**src/rtl/spq_pkg.sv**
```systemverilog
// ----------------------------------------------------------------------------
// spq_pkg: shared types and constants of the sorted priority queue
// Holds the default sizes, the field widths, the operation codes, the
// sequencer states and the result type of the shared compare unit.
// ----------------------------------------------------------------------------
package spq_pkg;

  localparam int unsigned DefQueueDepth = 16;
  localparam int unsigned DefValueBits  = 32;

  // Fixed widths of the request and result fields.
  localparam int unsigned KindW     = 2;
  localparam int unsigned InValueW  = 32;
  localparam int unsigned PositionW = 4;
  localparam int unsigned HeadW     = 32;
  localparam int unsigned CountW    = 5;

  typedef enum logic [KindW-1:0] {
    KIND_INSERT = 2'd0,
    KIND_REMOVE = 2'd1,
    KIND_FIND   = 2'd2,
    KIND_STATUS = 2'd3
  } kind_e;

  typedef enum logic [4:0] {
    ST_IDLE = 5'b00001,
    ST_RD   = 5'b00010,
    ST_EV   = 5'b00100,
    ST_PUT  = 5'b01000,
    ST_WB   = 5'b10000
  } state_e;

  typedef struct packed {
    logic less;
    logic equal;
  } cmp_t;

endpackage

```
**src/rtl/spq_cmp.sv**
```systemverilog
// ----------------------------------------------------------------------------
// spq_cmp: shared signed compare unit
// Compares one stored entry against the request value, giving both the
// signed less-than and the equality result.
// ----------------------------------------------------------------------------
module spq_cmp import spq_pkg::*; #(
  parameter int unsigned ValueBits = DefValueBits
) (
  input  logic [ValueBits-1:0] entry_i,
  input  logic [ValueBits-1:0] value_i,
  output cmp_t                 cmp_o
);

  assign cmp_o.less  = $signed(entry_i) < $signed(value_i);
  assign cmp_o.equal = entry_i == value_i;

endmodule

```
**src/rtl/sorted_priority_queue_unit.sv**
```systemverilog
// ----------------------------------------------------------------------------
// sorted_priority_queue_unit: bounded priority queue kept in descending order
// Entries live in a single-port-write, registered-read memory and are visited
// one at a time by a small sequencer with one shared compare unit.
// ----------------------------------------------------------------------------
// The queue handles one request at a time and stalls its input until the
// result has been placed in the output register. Every visited entry takes
// a read state and then a compare-and-move state, because the entry memory
// has one registered read port and one write port. An insert into a
// non-empty queue scans from the tail toward the head and also reads the
// entry that stops it; a remove or find scans from the head, and a remove
// always scans to the tail. A status query, a dropped insert, or a remove
// or find on an empty queue goes straight to write-back without a scan. A
// stalled reply holds the unit in write-back. No clearing pass is needed
// after reset.
module sorted_priority_queue_unit import spq_pkg::*; #(
  parameter int unsigned QueueDepth = DefQueueDepth,
  parameter int unsigned ValueBits  = DefValueBits
) (
  input  logic                 clk_i,
  input  logic                 rst_ni,
  input  logic                 in_valid_i,
  output logic                 in_stall_o,
  input  logic [KindW-1:0]     kind_i,
  input  logic signed [InValueW-1:0] value_i,
  output logic                 out_valid_o,
  input  logic                 out_stall_i,
  output logic                 done_ok_o,
  output logic [PositionW-1:0] position_o,
  output logic                 overflow_o,
  output logic signed [HeadW-1:0] head_value_o,
  output logic                 head_valid_o,
  output logic [CountW-1:0]    entry_count_o
);

  localparam int unsigned IdxW = (QueueDepth > 1) ? $clog2(QueueDepth) : 1;
  localparam int unsigned CntW = $clog2(QueueDepth + 1);

  logic [ValueBits-1:0] mem [QueueDepth];

  state_e               state_q, state_d;
  kind_e                kind_q, kind_d;
  logic [ValueBits-1:0] val_q, val_d;
  logic [IdxW-1:0]      idx_q, idx_d;
  logic [IdxW-1:0]      pos_q, pos_d;
  logic                 found_q, found_d;
  logic [CntW-1:0]      count_q, count_d;
  logic [ValueBits-1:0] head_q, head_d;
  logic [ValueBits-1:0] rd_data_q;

  logic                 out_valid_q, out_valid_d;
  logic                 out_done_q;
  logic [PositionW-1:0] out_pos_q;
  logic                 out_ovf_q;
  logic [HeadW-1:0]     out_head_q;
  logic                 out_hvalid_q;
  logic [CountW-1:0]    out_count_q;

  logic                 wr_en;
  logic [IdxW-1:0]      wr_addr;
  logic [ValueBits-1:0] wr_data;
  logic                 load_out;
  logic                 in_accept;
  logic                 is_last;
  logic [IdxW-1:0]      last_idx;
  cmp_t                 cmp;

  logic [ValueBits+InValueW-1:0] in_val_ext;
  logic [IdxW+PositionW-1:0]     pos_ext;
  logic [ValueBits+HeadW-1:0]    head_ext;
  logic [CntW+CountW-1:0]        cnt_ext;

  spq_cmp #(
    .ValueBits(ValueBits)
  ) u_cmp (
    .entry_i(rd_data_q),
    .value_i(val_q),
    .cmp_o  (cmp)
  );

  assign in_stall_o = state_q != ST_IDLE;
  assign in_accept  = in_valid_i && !in_stall_o;
  assign in_val_ext = {{ValueBits{1'b0}}, value_i};
  assign last_idx   = IdxW'(count_q - CntW'(1));
  assign is_last    = idx_q == last_idx;
  assign load_out   = (state_q == ST_WB) && (!out_valid_q || !out_stall_i);

  always_comb begin
    state_d = state_q;
    kind_d  = kind_q;
    val_d   = val_q;
    idx_d   = idx_q;
    pos_d   = pos_q;
    found_d = found_q;
    count_d = count_q;
    head_d  = head_q;
    wr_en   = 1'b0;
    wr_addr = idx_q;
    wr_data = rd_data_q;
    case (state_q)
      ST_IDLE: begin
        if (in_accept) begin
          kind_d  = kind_e'(kind_i);
          val_d   = in_val_ext[ValueBits-1:0];
          found_d = 1'b0;
          pos_d   = '0;
          case (kind_e'(kind_i))
            KIND_INSERT: begin
              if (count_q == CntW'(QueueDepth)) begin
                state_d = ST_WB;
              end else if (count_q == '0) begin
                state_d = ST_PUT;
              end else begin
                idx_d   = last_idx;
                state_d = ST_RD;
              end
            end
            KIND_REMOVE, KIND_FIND: begin
              idx_d   = '0;
              state_d = (count_q == '0) ? ST_WB : ST_RD;
            end
            default: state_d = ST_WB;
          endcase
        end
      end
      ST_RD: state_d = ST_EV;
      ST_EV: begin
        if (kind_q == KIND_INSERT) begin
          // Walk from the tail toward the head, moving smaller entries down.
          if (cmp.less) begin
            wr_en   = 1'b1;
            wr_addr = idx_q + IdxW'(1);
            if (idx_q == '0) begin
              pos_d   = '0;
              state_d = ST_PUT;
            end else begin
              idx_d   = idx_q - IdxW'(1);
              state_d = ST_RD;
            end
          end else begin
            pos_d   = idx_q + IdxW'(1);
            state_d = ST_PUT;
          end
        end else if (!found_q) begin
          if (cmp.equal) begin
            found_d = 1'b1;
            pos_d   = idx_q;
          end
          if ((cmp.equal && kind_q == KIND_FIND) || is_last) begin
            if (cmp.equal && kind_q == KIND_REMOVE) begin
              count_d = count_q - CntW'(1);
            end
            state_d = ST_WB;
          end else begin
            idx_d   = idx_q + IdxW'(1);
            state_d = ST_RD;
          end
        end else begin
          // Past the removed entry: every following entry moves up by one.
          wr_en   = 1'b1;
          wr_addr = idx_q - IdxW'(1);
          if (idx_q == IdxW'(1)) begin
            head_d = rd_data_q;
          end
          if (is_last) begin
            count_d = count_q - CntW'(1);
            state_d = ST_WB;
          end else begin
            idx_d   = idx_q + IdxW'(1);
            state_d = ST_RD;
          end
        end
      end
      ST_PUT: begin
        wr_en   = 1'b1;
        wr_addr = pos_q;
        wr_data = val_q;
        if (pos_q == '0) begin
          head_d = val_q;
        end
        count_d = count_q + CntW'(1);
        found_d = 1'b1;
        state_d = ST_WB;
      end
      ST_WB: begin
        if (load_out) begin
          state_d = ST_IDLE;
        end
      end
      default: state_d = ST_IDLE;
    endcase
  end

  always_comb begin
    out_valid_d = out_valid_q;
    if (load_out) begin
      out_valid_d = 1'b1;
    end else if (!out_stall_i) begin
      out_valid_d = 1'b0;
    end
  end

  assign pos_ext  = {{PositionW{1'b0}}, (found_q ? pos_q : {IdxW{1'b0}})};
  assign head_ext = {{HeadW{1'b0}}, (count_q != '0 ? head_q : {ValueBits{1'b0}})};
  assign cnt_ext  = {{CountW{1'b0}}, count_q};

  always_ff @(posedge clk_i or negedge rst_ni) begin
    if (!rst_ni) begin
      state_q     <= ST_IDLE;
      count_q     <= '0;
      out_valid_q <= 1'b0;
    end else begin
      state_q     <= state_d;
      count_q     <= count_d;
      out_valid_q <= out_valid_d;
    end
  end

  always_ff @(posedge clk_i) begin
    kind_q  <= kind_d;
    val_q   <= val_d;
    idx_q   <= idx_d;
    pos_q   <= pos_d;
    found_q <= found_d;
    head_q  <= head_d;
    if (load_out) begin
      out_done_q   <= found_q;
      out_pos_q    <= pos_ext[PositionW-1:0];
      out_ovf_q    <= (kind_q == KIND_INSERT) && !found_q;
      out_head_q   <= head_ext[HeadW-1:0];
      out_hvalid_q <= count_q != '0;
      out_count_q  <= cnt_ext[CountW-1:0];
    end
  end

  // Entry memory: one write port, one registered read port.
  always_ff @(posedge clk_i) begin
    if (wr_en) begin
      mem[wr_addr] <= wr_data;
    end
    if (state_q == ST_RD) begin
      rd_data_q <= mem[idx_q];
    end
  end

  assign out_valid_o   = out_valid_q;
  assign done_ok_o     = out_done_q;
  assign position_o    = out_pos_q;
  assign overflow_o    = out_ovf_q;
  assign head_value_o  = out_head_q;
  assign head_valid_o  = out_hvalid_q;
  assign entry_count_o = out_count_q;

  a_count_bound: assert property (@(posedge clk_i) disable iff (!rst_ni)
    count_q <= CntW'(QueueDepth))
    else $error("entry count exceeds the queue depth");

  a_count_step: assert property (@(posedge clk_i) disable iff (!rst_ni)
    (count_q == $past(count_q)) || (count_q == $past(count_q) + CntW'(1)) ||
    (count_q + CntW'(1) == $past(count_q)))
    else $error("entry count moved by more than one");

  a_full_drop: assert property (@(posedge clk_i) disable iff (!rst_ni)
    (in_accept && kind_i == KIND_INSERT && count_q == CntW'(QueueDepth))
    |=> (state_q == ST_WB && count_q == $past(count_q)))
    else $error("insert into a full queue was not dropped");

  a_scan_in_range: assert property (@(posedge clk_i) disable iff (!rst_ni)
    (state_q == ST_EV) |-> (CntW'(idx_q) < count_q))
    else $error("scan index beyond the stored entries");

  a_result_flags: assert property (@(posedge clk_i) disable iff (!rst_ni)
    out_valid_o |-> !(done_ok_o && overflow_o))
    else $error("result flags both success and overflow");

endmodule

```
**config.mk**
```make
export PLATFORM = sky130hd
export DESIGN_NAME = sorted_priority_queue_unit
export DESIGN_NICKNAME = d
export VERILOG_FILES = /design/src/rtl/spq_pkg.sv /design/src/rtl/spq_cmp.sv /design/src/rtl/sorted_priority_queue_unit.sv
export SDC_FILE = /design/constraint.sdc
export NUM_CORES = 1
export LEC_CHECK = 0
export ABC_AREA = 1
export ABC_CLOCK_PERIOD_IN_PS = 13200
export BUFFER_PORTS_ARGS = -buffer_cell sky130_fd_sc_hd__buf_2
export CORE_ASPECT_RATIO = 0.7
export CORE_MARGIN = 4
export CORE_UTILIZATION = 45
export DETAILED_ROUTE_END_ITERATION = 16
export PLACE_DENSITY = 0.67
export SYNTH_ARGS = -nofsm -noshare
export SYNTH_HDL_FRONTEND = slang
export SYNTH_SLANG_ARGS = --single-unit
```
**constraint.sdc**
```tcl
create_clock -name clk_i -period 13.2 [get_ports clk_i]
set_clock_uncertainty 0.05 [all_clocks]
set_input_delay 0.66 -clock clk_i [delete_from_list [all_inputs] [get_ports clk_i]]
set_output_delay 0.66 -clock clk_i [all_outputs]
set_load 0.01 [all_outputs]
```
### After elaboration in Yosys (flattened, before gate mapping)

Memory sizes are Yosys's and may differ from the RTL's. A register that Yosys moved wholly into a read port is not among the register bits.
Cells that the tools add are included.

| word-level totals | value |
|---|---|
| logic and storage cells | 143 |
| output and inout port bits | 46 |
| input port bits | 38 |
| bits in registers | 130 |
| memory bits (writable) | 512 |
| memories kept | 1 |

Memory list:

| name | words | width | rd ports | clocked after memory_dff | wr ports | line | RTL |
|---|---|---|---|---|---|---|---|
| mem | 16 | 32 | 1 | 1 | 1 | sorted_priority_queue_unit.sv:39 | `logic [ValueBits-1:0] mem [QueueDepth];` |

| operators by class | value |
|---|---|
| reduce and logical (&&, ||, !) cells | 28 |
| $lt $le $gt $ge | 1 |
| $add $sub $neg | 4 |
| multiplexer cells | 60 |
| equality and inequality tests | 34 |

Operators by type and width:

| operator | number |
|---|---|
| $mux 32 | 5 |
| $mux 4 | 20 |
| $mux 5 | 14 |
| $pmux 32 s2 | 1 |
| $eq 32x32->1 | 1 |
| $lt 32x32->1 | 1 |
| $pmux 4 s2 | 4 |
| $ne 3x3->1 const B | 9 |
| $pmux 5 s5 | 1 |
| $pmux 5 s2 | 2 |
| $reduce_and 5->1 | 3 |
| $ne 2x2->1 const B | 6 |
| $ne 4x4->1 const B | 3 |
| $mux 1 | 11 |
| $eq 5x5->1 const B | 2 |
| $reduce_and 9->1 | 1 |
| $logic_not 4->1 | 2 |
| $add 5x1->5 const B | 1 |
| $eq 5x1->1 const B | 1 |
| $eq 5x2->1 const B | 1 |
| $eq 5x3->1 const B | 1 |
| $eq 5x4->1 const B | 1 |
| $logic_and 1x1->1 | 5 |
| $logic_not 5->1 | 1 |
| other kinds (21) | 30 |

### Depth between registers and ports, before layout

Gate-level depths: netlist (run 1).

| logic depth | value |
|---|---|
| word-level depth | 7 |
| gate-level depth with buffers | 23 |
| mapped depth without buffers | 23 |

### Cells and area by module

From an unflattened synthesis (run 1), not the netlist that was laid out.

| unflattened totals | value |
|---|---|
| cells, all modules | 2142 |
| area total of the unflattened synthesis | 27304.9 um2 |

Modules (own cells, without submodules):

| module | cells an instance | instances | area an instance (um2) |
|---|---|---|---|
| sorted_priority_queue_unit | 1995 | 1 | 26409.1 |
| spq_cmp | 147 | 1 | 895.9 |

### Least setup slack after synthesis (run 1)

No wires, ideal clock.

| timing | value |
|---|---|
| path type | register to register |
| start point | reg idx_q[1] |
| end point | reg head_q[0], enable pin |
| data required time | 12689 ps |
| library setup time | 461 ps |
| setup slack | 9020 ps |
| stages on the path, launching flop included | 7 |
| path buffers | 2 |
| period minus slack after synthesis | 4180 ps |
| arrival | 3669 ps |
| path through | edfxtp_1 -> inv_1 -> clkbuf_1 -> clkbuf_1 -> ha_1 -> a31oi_1 -> nor3_1 |

| between the ends | value |
|---|---|
| word-level cells in the longest chain between the ends | 3 |

RTL lines:

| item | line | RTL |
|---|---|---|
| from (decl) | sorted_priority_queue_unit.sv:44 | `logic [IdxW-1:0] idx_q, idx_d;` |
| from (signal assigned) | sorted_priority_queue_unit.sv:222 | `idx_q <= idx_d;` |
| $eq 4x1->1 | sorted_priority_queue_unit.sv:162 | `if (idx_q == IdxW'(1)) begin` |
| $ne 2x2->1 (no line) | -- |  |
| $reduce_and 5->1 (no line) | -- |  |
| to (signal assigned) | sorted_priority_queue_unit.sv:225 | `head_q <= head_d;` |
| to (decl) | sorted_priority_queue_unit.sv:48 | `logic [ValueBits-1:0] head_q, head_d;` |

Every way passes these cells.
A chain may end at the register's enable or synchronous reset.

### Worst setup path in the final report (run 1)

| timing | value |
|---|---|
| start point | reg rd_data_q[13], read port of mem |
| end point | mem mem[6][16] (netlist name), enable pin |

| between the ends | value |
|---|---|
| word-level cells in the longest chain between the ends | 6 |

RTL lines:

| item | line | RTL |
|---|---|---|
| from (decl) | sorted_priority_queue_unit.sv:49 | `logic [ValueBits-1:0] rd_data_q;` |
| $lt 32x32->1 * | spq_cmp.sv:14 | `assign cmp_o.less = $signed(entry_i) < $signed(value_i);` |
| $mux 1 | sorted_priority_queue_unit.sv:130 | `if (cmp.less) begin` |
| $mux 1 | sorted_priority_queue_unit.sv:128 | `if (kind_q == KIND_INSERT) begin` |
| $pmux 1 s2 | sorted_priority_queue_unit.sv:100 | `case (state_q)` |
| $mux 1 | sorted_priority_queue_unit.sv:238 | `if (wr_en) begin` |
| $mux 1 (not written as such) | sorted_priority_queue_unit.sv:239 | `mem[wr_addr] <= wr_data;` |
| to (decl) | sorted_priority_queue_unit.sv:39 |  |

Every way passes the cells marked *; elsewhere a longest branch is shown, timed or not.

==> flow_results.xml, run 1 <==
<?xml version="1.0" encoding="UTF-8"?>
<metrics>
  <group name="synth">
    <metric name="post_synthesis_compound_gate_area_fraction" unit="%">10.7</metric>
    <metric name="yosysUniqueCellTypes" unit="">49</metric>
    <metric name="parity_gate_share_of_the_synthesized_area_counting_xor_and_xnor_cells" unit="%">0.446</metric>
    <metric name="simple_gate_share_of_the_synthesized_area" unit="%">9.30</metric>
    <metric name="yosysTopAreaCellShare" unit="%">73.2</metric>
    <metric name="synthTopCellsByArea" unit="">edfxtp_1 73%, o21ai_0 5.5%, nor2_1 4.2%, nand2_1 2.8%, o22ai_1 2.0%</metric>
    <metric name="synth_enable_flop_cells" unit="">663</metric>
    <metric name="postSynthCellCount" unit="">2081</metric>
    <metric name="synth_top_family_by_area" unit="">compound AO/OA/AOI/OAI gates</metric>
    <metric name="yosys-mux-area-fraction" unit="%">0</metric>
    <metric name="synthFlopType" unit="">edfxtp_1</metric>
    <metric name="async_flop_share" unit="%">1.63</metric>
    <metric name="ys_seq_elements" unit="">674</metric>
    <metric name="synth_warnings" unit="">0</metric>
    <metric name="netlist.top_cell.by_area" unit="">edfxtp_1</metric>
    <metric name="seq_area_frac_synth" unit="%">74.2</metric>
    <metric name="adder_cell_area_share_of_the_yosys_netlist" unit="%">1.89</metric>
    <metric name="synthMostInstantiatedCell" unit="">edfxtp_1</metric>
    <metric name="post_synth_most_frequent_cells" unit="">663 x edfxtp_1, 305 x nor2_1, 300 x o21ai_0</metric>
    <metric name="post_synth.cell_area_avg" unit="sq um">13.1</metric>
    <metric name="syn_nets" unit="">2160</metric>
    <metric name="mappedNetlistArea" unit="sq um">27200</metric>
  </group>
  <group name="floorplan">
    <metric name="floorplan.die.height" unit="um">214</metric>
    <metric name="boundaryPins" unit="">84</metric>
    <metric name="std_cell_rows" unit="">75</metric>
    <metric name="die_w" unit="um">302</metric>
    <metric name="start_util" unit="%">45.4</metric>
    <metric name="die_ar" unit="sq um">64500</metric>
    <metric name="core" unit="sq um">59900</metric>
  </group>
  <group name="power">
    <metric name="share_seq_of_total_power" unit="%">45.6</metric>
    <metric name="switching_share" unit="%">32.0</metric>
    <metric name="power.density_cell_area" unit="nW/um^2">188</metric>
    <metric name="clk_network_pwr_share" unit="%">30.1</metric>
    <metric name="p_sw" unit="mW">1.85</metric>
    <metric name="peakVddDrop" unit="mV">0.134</metric>
    <metric name="comb_power_share" unit="%">24.3</metric>
    <metric name="power.static_leakage" unit="nW">10.7</metric>
    <metric name="intPower" unit="mW">3.93</metric>
    <metric name="total_power" unit="mW">5.78</metric>
  </group>
  <group name="placed_design">
    <metric name="dpl.hpwl" unit="mm">35.7</metric>
    <metric name="placed_area" unit="sq um">28700</metric>
    <metric name="routabilityCongestion" unit="">0.837</metric>
    <metric name="detailedPlace.worstSlack" unit="ps">8530</metric>
    <metric name="dpl.cell_count" unit="">2909</metric>
    <metric name="port_buffers" unit="">83</metric>
  </group>
  <group name="sta">
    <metric name="post-route-period-util" unit="%">36.1</metric>
    <metric name="max-slew-margin-rel" unit="%">15.5</metric>
    <metric name="max_clock_freq" unit="MHz">210</metric>
    <metric name="setup_slack" unit="ps">8430</metric>
    <metric name="hold_ws" unit="ps">152</metric>
    <metric name="final-hold-violation-count" unit="">0</metric>
    <metric name="fin_crit" unit="ps">4770</metric>
    <metric name="drv_slew" unit="">0</metric>
    <metric name="final-setup-viol-count" unit="">0</metric>
    <metric name="tightestPinTransition" unit="ps">1260</metric>
    <metric name="final.setup.tns" unit="ps">0</metric>
    <metric name="setup_repair_after_global_routing_missed_its_margin" unit="">false</metric>
  </group>
  <group name="clock_network">
    <metric name="clock_latency" unit="ps">630</metric>
    <metric name="root_buffer" unit="">clkbuf_16</metric>
    <metric name="max-clock-path-buffers" unit="">3</metric>
    <metric name="cts.htree.levels" unit="">2</metric>
    <metric name="path_clk_slew" unit="ps">70</metric>
    <metric name="cts_tree" unit="">done</metric>
    <metric name="clock_sink_count" unit="">674</metric>
    <metric name="cts_inserted_buffers" unit="">61</metric>
  </group>
  <group name="global_route">
    <metric name="wire_length_of_the_first_global_routing_pass" unit="mm">99.9</metric>
    <metric name="grt_pass1_vias" unit="">16500</metric>
    <metric name="pin_count_of_the_biggest_net_entering_global_routing" unit="">265</metric>
    <metric name="gr-total-overflow" unit="">0</metric>
    <metric name="antenna_violations_before_repair" unit="">0</metric>
    <metric name="grtUsageTotal" unit="%">20.4</metric>
  </group>
  <group name="critical_path">
    <metric name="crit_path_max_delay_cell_type" unit="">nor2_4</metric>
    <metric name="timing.reg2reg.worst_path_depth" unit="">18</metric>
    <metric name="worst-path-stages" unit="">18</metric>
    <metric name="worst-setup-path-type" unit="">flop to flop</metric>
    <metric name="path_buf_inv" unit="">1</metric>
    <metric name="path_cells" unit="">ha_1 -&gt; nand2_1 -&gt; inv_1 -&gt; o21ai_0 -&gt; nand2_1 -&gt; nor2_1 -&gt; nand2_1 -&gt; nand2_1 -&gt; nand2_2 -&gt; nand2_1 -&gt; nand2_2 -&gt; ha_1 -&gt; o21ai_1 -&gt; a211oi_1 -&gt; a21oi_1 -&gt; o21a_1 -&gt; nand3_1 -&gt; nor2_4</metric>
    <metric name="cp_slowest_stage_delay" unit="ps">1080</metric>
    <metric name="worst-endpoint-arrival" unit="ps">4950</metric>
    <metric name="critPathRequiredTime" unit="ps">13380</metric>
    <metric name="worstSetupStartpointType" unit="">flop</metric>
    <metric name="path_delay_family" unit="">simple AND/OR/NAND/NOR gates</metric>
    <metric name="ff2ff_setup_slack" unit="ps">8430</metric>
    <metric name="cp_common_cell" unit="">nand2_1</metric>
    <metric name="setup.worst_path.end_class" unit="">flop</metric>
    <metric name="critical_path_peak_fanout" unit="">32</metric>
  </group>
  <group name="final_layout">
    <metric name="fin_nets" unit="">2244</metric>
    <metric name="diodes_inserted" unit="">0</metric>
    <metric name="fin_area" unit="sq um">30700</metric>
    <metric name="layout-area-overhead-vs-synth" unit="%">12.9</metric>
    <metric name="layout-drive-gt1-share" unit="%">13.2</metric>
    <metric name="post_layout_utilization_of_the_core" unit="%">51.3</metric>
    <metric name="layout.cells.non_filler" unit="">3020</metric>
  </group>
  <group name="routing">
    <metric name="route.met3.wl" unit="mm">6.15</metric>
    <metric name="detailedRoute.firstIterationViolations" unit="">2089</metric>
    <metric name="detail-route-antenna-nets" unit="">0</metric>
    <metric name="routed_wl" unit="mm">66.3</metric>
    <metric name="routed-wl-met2" unit="mm">29.6</metric>
    <metric name="detail_route.drc_violations" unit="">0</metric>
    <metric name="dr.pass1.iters" unit="">5</metric>
    <metric name="met1Wirelength" unit="mm">28.8</metric>
    <metric name="topRoutingLayerUsed" unit="">met4</metric>
    <metric name="vias" unit="">17100</metric>
    <metric name="routed_wire_length_per_instance" unit="um">21.9</metric>
    <metric name="via_per_inst" unit="">5.66</metric>
  </group>
  <group name="job">
    <metric name="cap_viol_max_count" unit="">0</metric>
  </group>
  <group name="run_status">
    <metric name="status" unit="">complete, no violations</metric>
  </group>
  <group name="hold_path">
    <metric name="hold_depth" unit="">1</metric>
    <metric name="min-delay-path-class" unit="">primary input to flop</metric>
  </group>
</metrics>
worst reg2reg max path, delay by kind of cell (launching register included):
| kind | cells | cell delay, ps |
|---|---|---|
| flip-flops | 1 | 410 |
| AND/OR/NAND/NOR | 10 | 2580 |
| adder cells (fa/ha/maj) | 2 | 610 |
| buffers and inverters | 1 | 30 |
| AO/OA/AOI/OAI | 5 | 690 |
cell families after synthesis:
kind of cell,after synthesis
xor+xnor,13
compound gates,500
fa+ha+maj,41
flops,674
simple gates,611
buf+inv,242
registers in the layout (all words and copies together), names as in the netlist, 2 cells and up:
| name | flops |
|---|---|
| position_o | 4 |
| state_q | 5 |
| entry_count_o | 5 |
| count_q | 5 |
| idx_q | 4 |
| head_value_o | 32 |
| rd_data_q | 32 |
| val_q | 32 |
| pos_q | 4 |
| mem | 512 |
| kind_q | 2 |
| head_q | 32 |
cell usage in the layout, fill, tap and decap left out, types with 4 or more instances in the layout:
cell type  count
nand3_1       67
xor2_1         9
nor2_4        21
o221ai_1      48
nand3_2        4
nand2_1      202
buf_2         83
inv_1        115
o22ai_1       88
dfrtp_1       10
clkinv_1      12
o211ai_1      21
clkbuf_1      14
inv_2          6
inv_6          4
nor2_1       285
bufinv_16      6
edfxtp_1     663
clkbuf_16     61
clkinv_2      11
buf_4         53
ha_1          41
nand2_2       13
o21ai_1       12
nor3_2         4
a21oi_1       18
nor2_2         5
o21ai_0      291
power groups by stage:
stage / combinational (mW) / clock (mW) / sequential [mW]
final: 1.40 / 1.74 / 2.64
after global routing: 1.55 / 1.87 / 2.65
after CTS: 1.40 / 1.77 / 2.64
after detailed placement: 1.39 / 0 / 2.68
after global placement: 1.35 / 0 / 2.68
after floorplan: 0.907 / 0 / 2.67
final cells by class:
type,count,area [sq um]
clock buffers,75,1580
well taps,808,1010
repair buffers,138,843
clock inverters,35,359
multi-input cells,1165,6240
flip-flops and latches,674,20200
inverters,125,475
fillers,5032,29200
path summary, 6_finish.rpt:
kind,from,to
worst max-delay path,rd_data_q[13],mem[6][16]
worst max register to register,rd_data_q[13],mem[6][16]
min in group asynchronous,rst_ni,count_q[2]
worst min register to register,head_q[13],head_value_o[13]
max in group asynchronous,rst_ni,state_q[0]
worst min-delay path,value_i[8],val_q[8]
routing by layer:
layer	global-route usage, %	vias to the layer above
met4	5.82	0
li1	-	7769
met3	4.02	112
met1	30.0	8391
met5	0	-
met2	31.2	819
repair_timing:
action                                 4_1_cts  5_1_grt
endpoints found under the hold margin       10        0
setup endpoints to repair                    0        0
resized for setup                            0        0
hold buffers                                 1        0
buffers inserted                             0        0
No activity file was read; power rests on OpenSTA's default activity.
==> inputs of run 2 (changes only) <==
- ABC_AREA: 1 -> 0
- ABC_CLOCK_PERIOD_IN_PS: 13200 -> 4500
- clock period: 13.2 -> 4.5 ns (I/O delays scaled with it)
==> run 2 against run 1 <==
Via count decreased by 22%. First-iteration DRC count decreased by 41%. Critical path depth decreased by 4. Final cell count decreased by 22%. Area after synthesis decreased by 1.6%. Synthesized cell count decreased by 37%. Highest routed layer unchanged.
==> flow_results.xml, run 2 <==
<?xml version="1.0" encoding="UTF-8"?>
<metrics>
  <group name="run_status">
    <metric name="status" unit="">complete, no violations</metric>
  </group>
  <group name="critical_path">
    <metric name="worst-endpoint-arrival" unit="ps">4440</metric>
    <metric name="critPathRequiredTime" unit="ps">4750</metric>
    <metric name="setup.worst_path.end_class" unit="">flop</metric>
    <metric name="ff2ff_setup_slack" unit="ps">300</metric>
    <metric name="critical_path_peak_fanout" unit="">16</metric>
    <metric name="worst-setup-path-type" unit="">flop to flop</metric>
    <metric name="worstSetupStartpointType" unit="">flop</metric>
    <metric name="worstReg2RegStart" unit="">rd_data_q[6]</metric>
    <metric name="timing.reg2reg.worst_path_depth" unit="">14</metric>
    <metric name="regToRegEndpoint" unit="">mem[3][20]</metric>
  </group>
  <group name="final_layout">
    <metric name="diodes_inserted" unit="">0</metric>
    <metric name="post_layout_utilization_of_the_core" unit="%">53.1</metric>
    <metric name="multiInputGateArea" unit="sq um">6290</metric>
    <metric name="layout.cells.non_filler" unit="">2370</metric>
    <metric name="regMostFlops" unit="">mem</metric>
    <metric name="layout_commonest_cell" unit="">edfxtp_1</metric>
    <metric name="largest_reg_flops" unit="">512</metric>
    <metric name="layout-area-overhead-vs-synth" unit="%">16.3</metric>
    <metric name="fin_nets" unit="">1604</metric>
    <metric name="layout-drive-gt1-share" unit="%">28.6</metric>
    <metric name="seqCellArea" unit="sq um">20200</metric>
    <metric name="final_cell_mix" unit="">663 x edfxtp_1, 160 x mux4_2, 83 x buf_2</metric>
    <metric name="filler_cell_count" unit="">4506</metric>
  </group>
  <group name="synth">
    <metric name="synthTopCellsByArea" unit="">edfxtp_1 74%, mux4_2 13%, ha_1 1.9%, o21ai_0 0.99%, dfrtp_1 0.94%</metric>
    <metric name="seq_area_frac_synth" unit="%">75.5</metric>
    <metric name="post_synth.cell_area_avg" unit="sq um">20.3</metric>
    <metric name="syn_nets" unit="">1395</metric>
    <metric name="synthFlopType" unit="">edfxtp_1</metric>
    <metric name="synth_enable_flop_cells" unit="">663</metric>
    <metric name="ys_seq_elements" unit="">674</metric>
    <metric name="yosysTopAreaCellShare" unit="%">74.4</metric>
    <metric name="netlist.top_cell.by_area" unit="">edfxtp_1</metric>
    <metric name="async_flop_share" unit="%">1.63</metric>
    <metric name="synth_warnings" unit="">0</metric>
    <metric name="yosysUniqueCellTypes" unit="">66</metric>
    <metric name="synthMostInstantiatedCell" unit="">edfxtp_1</metric>
    <metric name="mappedNetlistArea" unit="sq um">26700</metric>
    <metric name="postSynthCellCount" unit="">1316</metric>
    <metric name="post_synth_most_frequent_cells" unit="">663 x edfxtp_1, 160 x mux4_2, 65 x nand2_1</metric>
  </group>
  <group name="power">
    <metric name="switching_share" unit="%">26.7</metric>
    <metric name="power.static_leakage" unit="nW">10.4</metric>
    <metric name="comb_power_share" unit="%">20.9</metric>
    <metric name="intPower" unit="mW">11.8</metric>
    <metric name="peakVddDrop" unit="mV">0.396</metric>
    <metric name="power.density_cell_area" unit="nW/um^2">515</metric>
    <metric name="clk_network_pwr_share" unit="%">31.9</metric>
    <metric name="p_sw" unit="mW">4.28</metric>
    <metric name="share_seq_of_total_power" unit="%">47.3</metric>
  </group>
  <group name="floorplan">
    <metric name="boundaryPins" unit="">84</metric>
    <metric name="die_w" unit="um">299</metric>
    <metric name="start_util" unit="%">45.6</metric>
    <metric name="die_ar" unit="sq um">63500</metric>
    <metric name="floorplan.die.height" unit="um">212</metric>
    <metric name="std_cell_rows" unit="">74</metric>
    <metric name="core" unit="sq um">58600</metric>
  </group>
  <group name="clock_network">
    <metric name="cts-resized-gates" unit="">0</metric>
    <metric name="root_buffer" unit="">clkbuf_16</metric>
    <metric name="clock_sink_count" unit="">674</metric>
    <metric name="max-clock-path-buffers" unit="">3</metric>
    <metric name="cts_tree" unit="">done</metric>
    <metric name="clock_latency" unit="ps">620</metric>
    <metric name="cts_inserted_buffers" unit="">61</metric>
    <metric name="cts_setup_buffers" unit="">0</metric>
    <metric name="cts.htree.levels" unit="">2</metric>
    <metric name="path_clk_slew" unit="ps">70</metric>
  </group>
  <group name="placed_design">
    <metric name="port_buffers" unit="">83</metric>
    <metric name="detailedPlace.worstSlack" unit="ps">328</metric>
    <metric name="routabilityCongestion" unit="">0.818</metric>
    <metric name="dpl.cell_count" unit="">2223</metric>
    <metric name="dpl.hpwl" unit="mm">34.0</metric>
  </group>
  <group name="routing">
    <metric name="detailedRoute.firstIterationViolations" unit="">1242</metric>
    <metric name="detail_route.drc_violations" unit="">0</metric>
    <metric name="dr.pass1.iters" unit="">5</metric>
    <metric name="vias" unit="">13300</metric>
    <metric name="via_per_inst" unit="">5.59</metric>
    <metric name="routed_wire_length_per_instance" unit="um">24.5</metric>
    <metric name="detail-route-antenna-nets" unit="">0</metric>
    <metric name="routed_wl" unit="mm">58.1</metric>
  </group>
  <group name="global_route">
    <metric name="wire_length_of_the_first_global_routing_pass" unit="mm">87.1</metric>
    <metric name="antenna_violations_before_repair" unit="">2</metric>
    <metric name="grt_pass1_vias" unit="">13400</metric>
    <metric name="gr-total-overflow" unit="">0</metric>
    <metric name="grtUsageTotal" unit="%">18.5</metric>
    <metric name="pin_count_of_the_biggest_net_entering_global_routing" unit="">76</metric>
  </group>
  <group name="hold_path">
    <metric name="hold_depth" unit="">3</metric>
    <metric name="hold_path.startpoint" unit="">in_valid_i</metric>
    <metric name="whs_endpoint" unit="">found_q</metric>
    <metric name="min-delay-path-class" unit="">primary input to flop</metric>
  </group>
  <group name="sta">
    <metric name="final-hold-violation-count" unit="">0</metric>
    <metric name="fin_crit" unit="ps">4200</metric>
    <metric name="final.setup.tns" unit="ps">0</metric>
    <metric name="setup_repair_after_global_routing_missed_its_margin" unit="">false</metric>
    <metric name="setup_slack" unit="ps">302</metric>
    <metric name="max_clock_freq" unit="MHz">238</metric>
    <metric name="tightestPinTransition" unit="ps">1190</metric>
    <metric name="drv_slew" unit="">0</metric>
    <metric name="max-slew-margin-rel" unit="%">20.5</metric>
    <metric name="final-setup-viol-count" unit="">0</metric>
    <metric name="hold_ws" unit="ps">43.6</metric>
    <metric name="post-route-period-util" unit="%">93.3</metric>
  </group>
  <group name="job">
    <metric name="cap_viol_max_count" unit="">0</metric>
  </group>
</metrics>
run 2: metal layers:
metal	share of wire (%)	vias to the layer above	global-route usage (%)
li1	-	5784	-
met1	44	6935	27.5
met2	47	460	29.1
met3	6.7	74	3.02
met4	2.0	0	4.52
met5	0	-	0
run 2: cell type report:
type | count | share of cell area (%)
clock buffer | 75 | 5.07
inverter | 43 | 0.519
timing repair buffer | 204 | 4.95
multi-input combinational | 541 | 20.2
tap | 798 | 3.21
clock inverter | 35 | 1.16
sequential | 674 | 64.9
run 2: critical path, stage by stage (launching register included):
cell      delay (ps)
edfxtp_1         410
ha_1             350
a41o_1           250
a21oi_1          160
nor3_1           110
o41a_1           500
nor2_4           200
inv_1             60
ha_1             270
a21oi_1           50
o21ai_0          250
a21boi_1         280
nand2_1          280
nor3b_4          320
buf_4            330
run 2: power groups by stage:
stage | logic, mW | clock network, mW | registers, mW
floorplan | 2.35 | 0 | 7.68
global placement | 3.30 | 0 | 7.70
detailed placement | 3.35 | 0 | 7.70
CTS | 3.39 | 5.23 | 7.57
global route | 3.66 | 5.50 | 7.60
finish | 3.35 | 5.11 | 7.57
run 2: metrics by stage:
step           instance area, sq um  power, mW
6_report                      31100       16.0
5_1_grt                       31100       16.8
3_3_place_gp                  28800       11.0
4_1_cts                       31100       16.2
3_5_place_dp                  28800       11.1
2_1_floorplan                 26800       10.0
run 2: worst max-delay path by stage:
stage	startpoint	endpoint	cells after the start
final	rd_data_q[6]	mem[3][20]	14
after global routing	rd_data_q[6]	mem[3][22]	14
after CTS	rd_data_q[6]	mem[3][30]	14
after detailed placement	rd_data_q[6]	mem[3][18]	14
after global placement	rd_data_q[14]	mem[6][22]	14
after floorplan	rd_data_q[21]	mem[11][0]	13
run 2: cell families after synthesis:
kind of cell | Yosys count | synth area share, %
flip-flops | 674 | 75.5
AND/OR/NAND/NOR | 198 | 4.03
multiplexers | 164 | 13.6
AO/OA/AOI/OAI | 124 | 2.98
buffers and inverters | 101 | 1.50
adder cells (fa/ha/maj) | 41 | 1.92
XOR/XNOR | 14 | 0.458
run 2: repair_timing:
action	CTS	global route
endpoints found under the hold margin	48	0
setup endpoints to repair	0	0
hold buffers	37	0
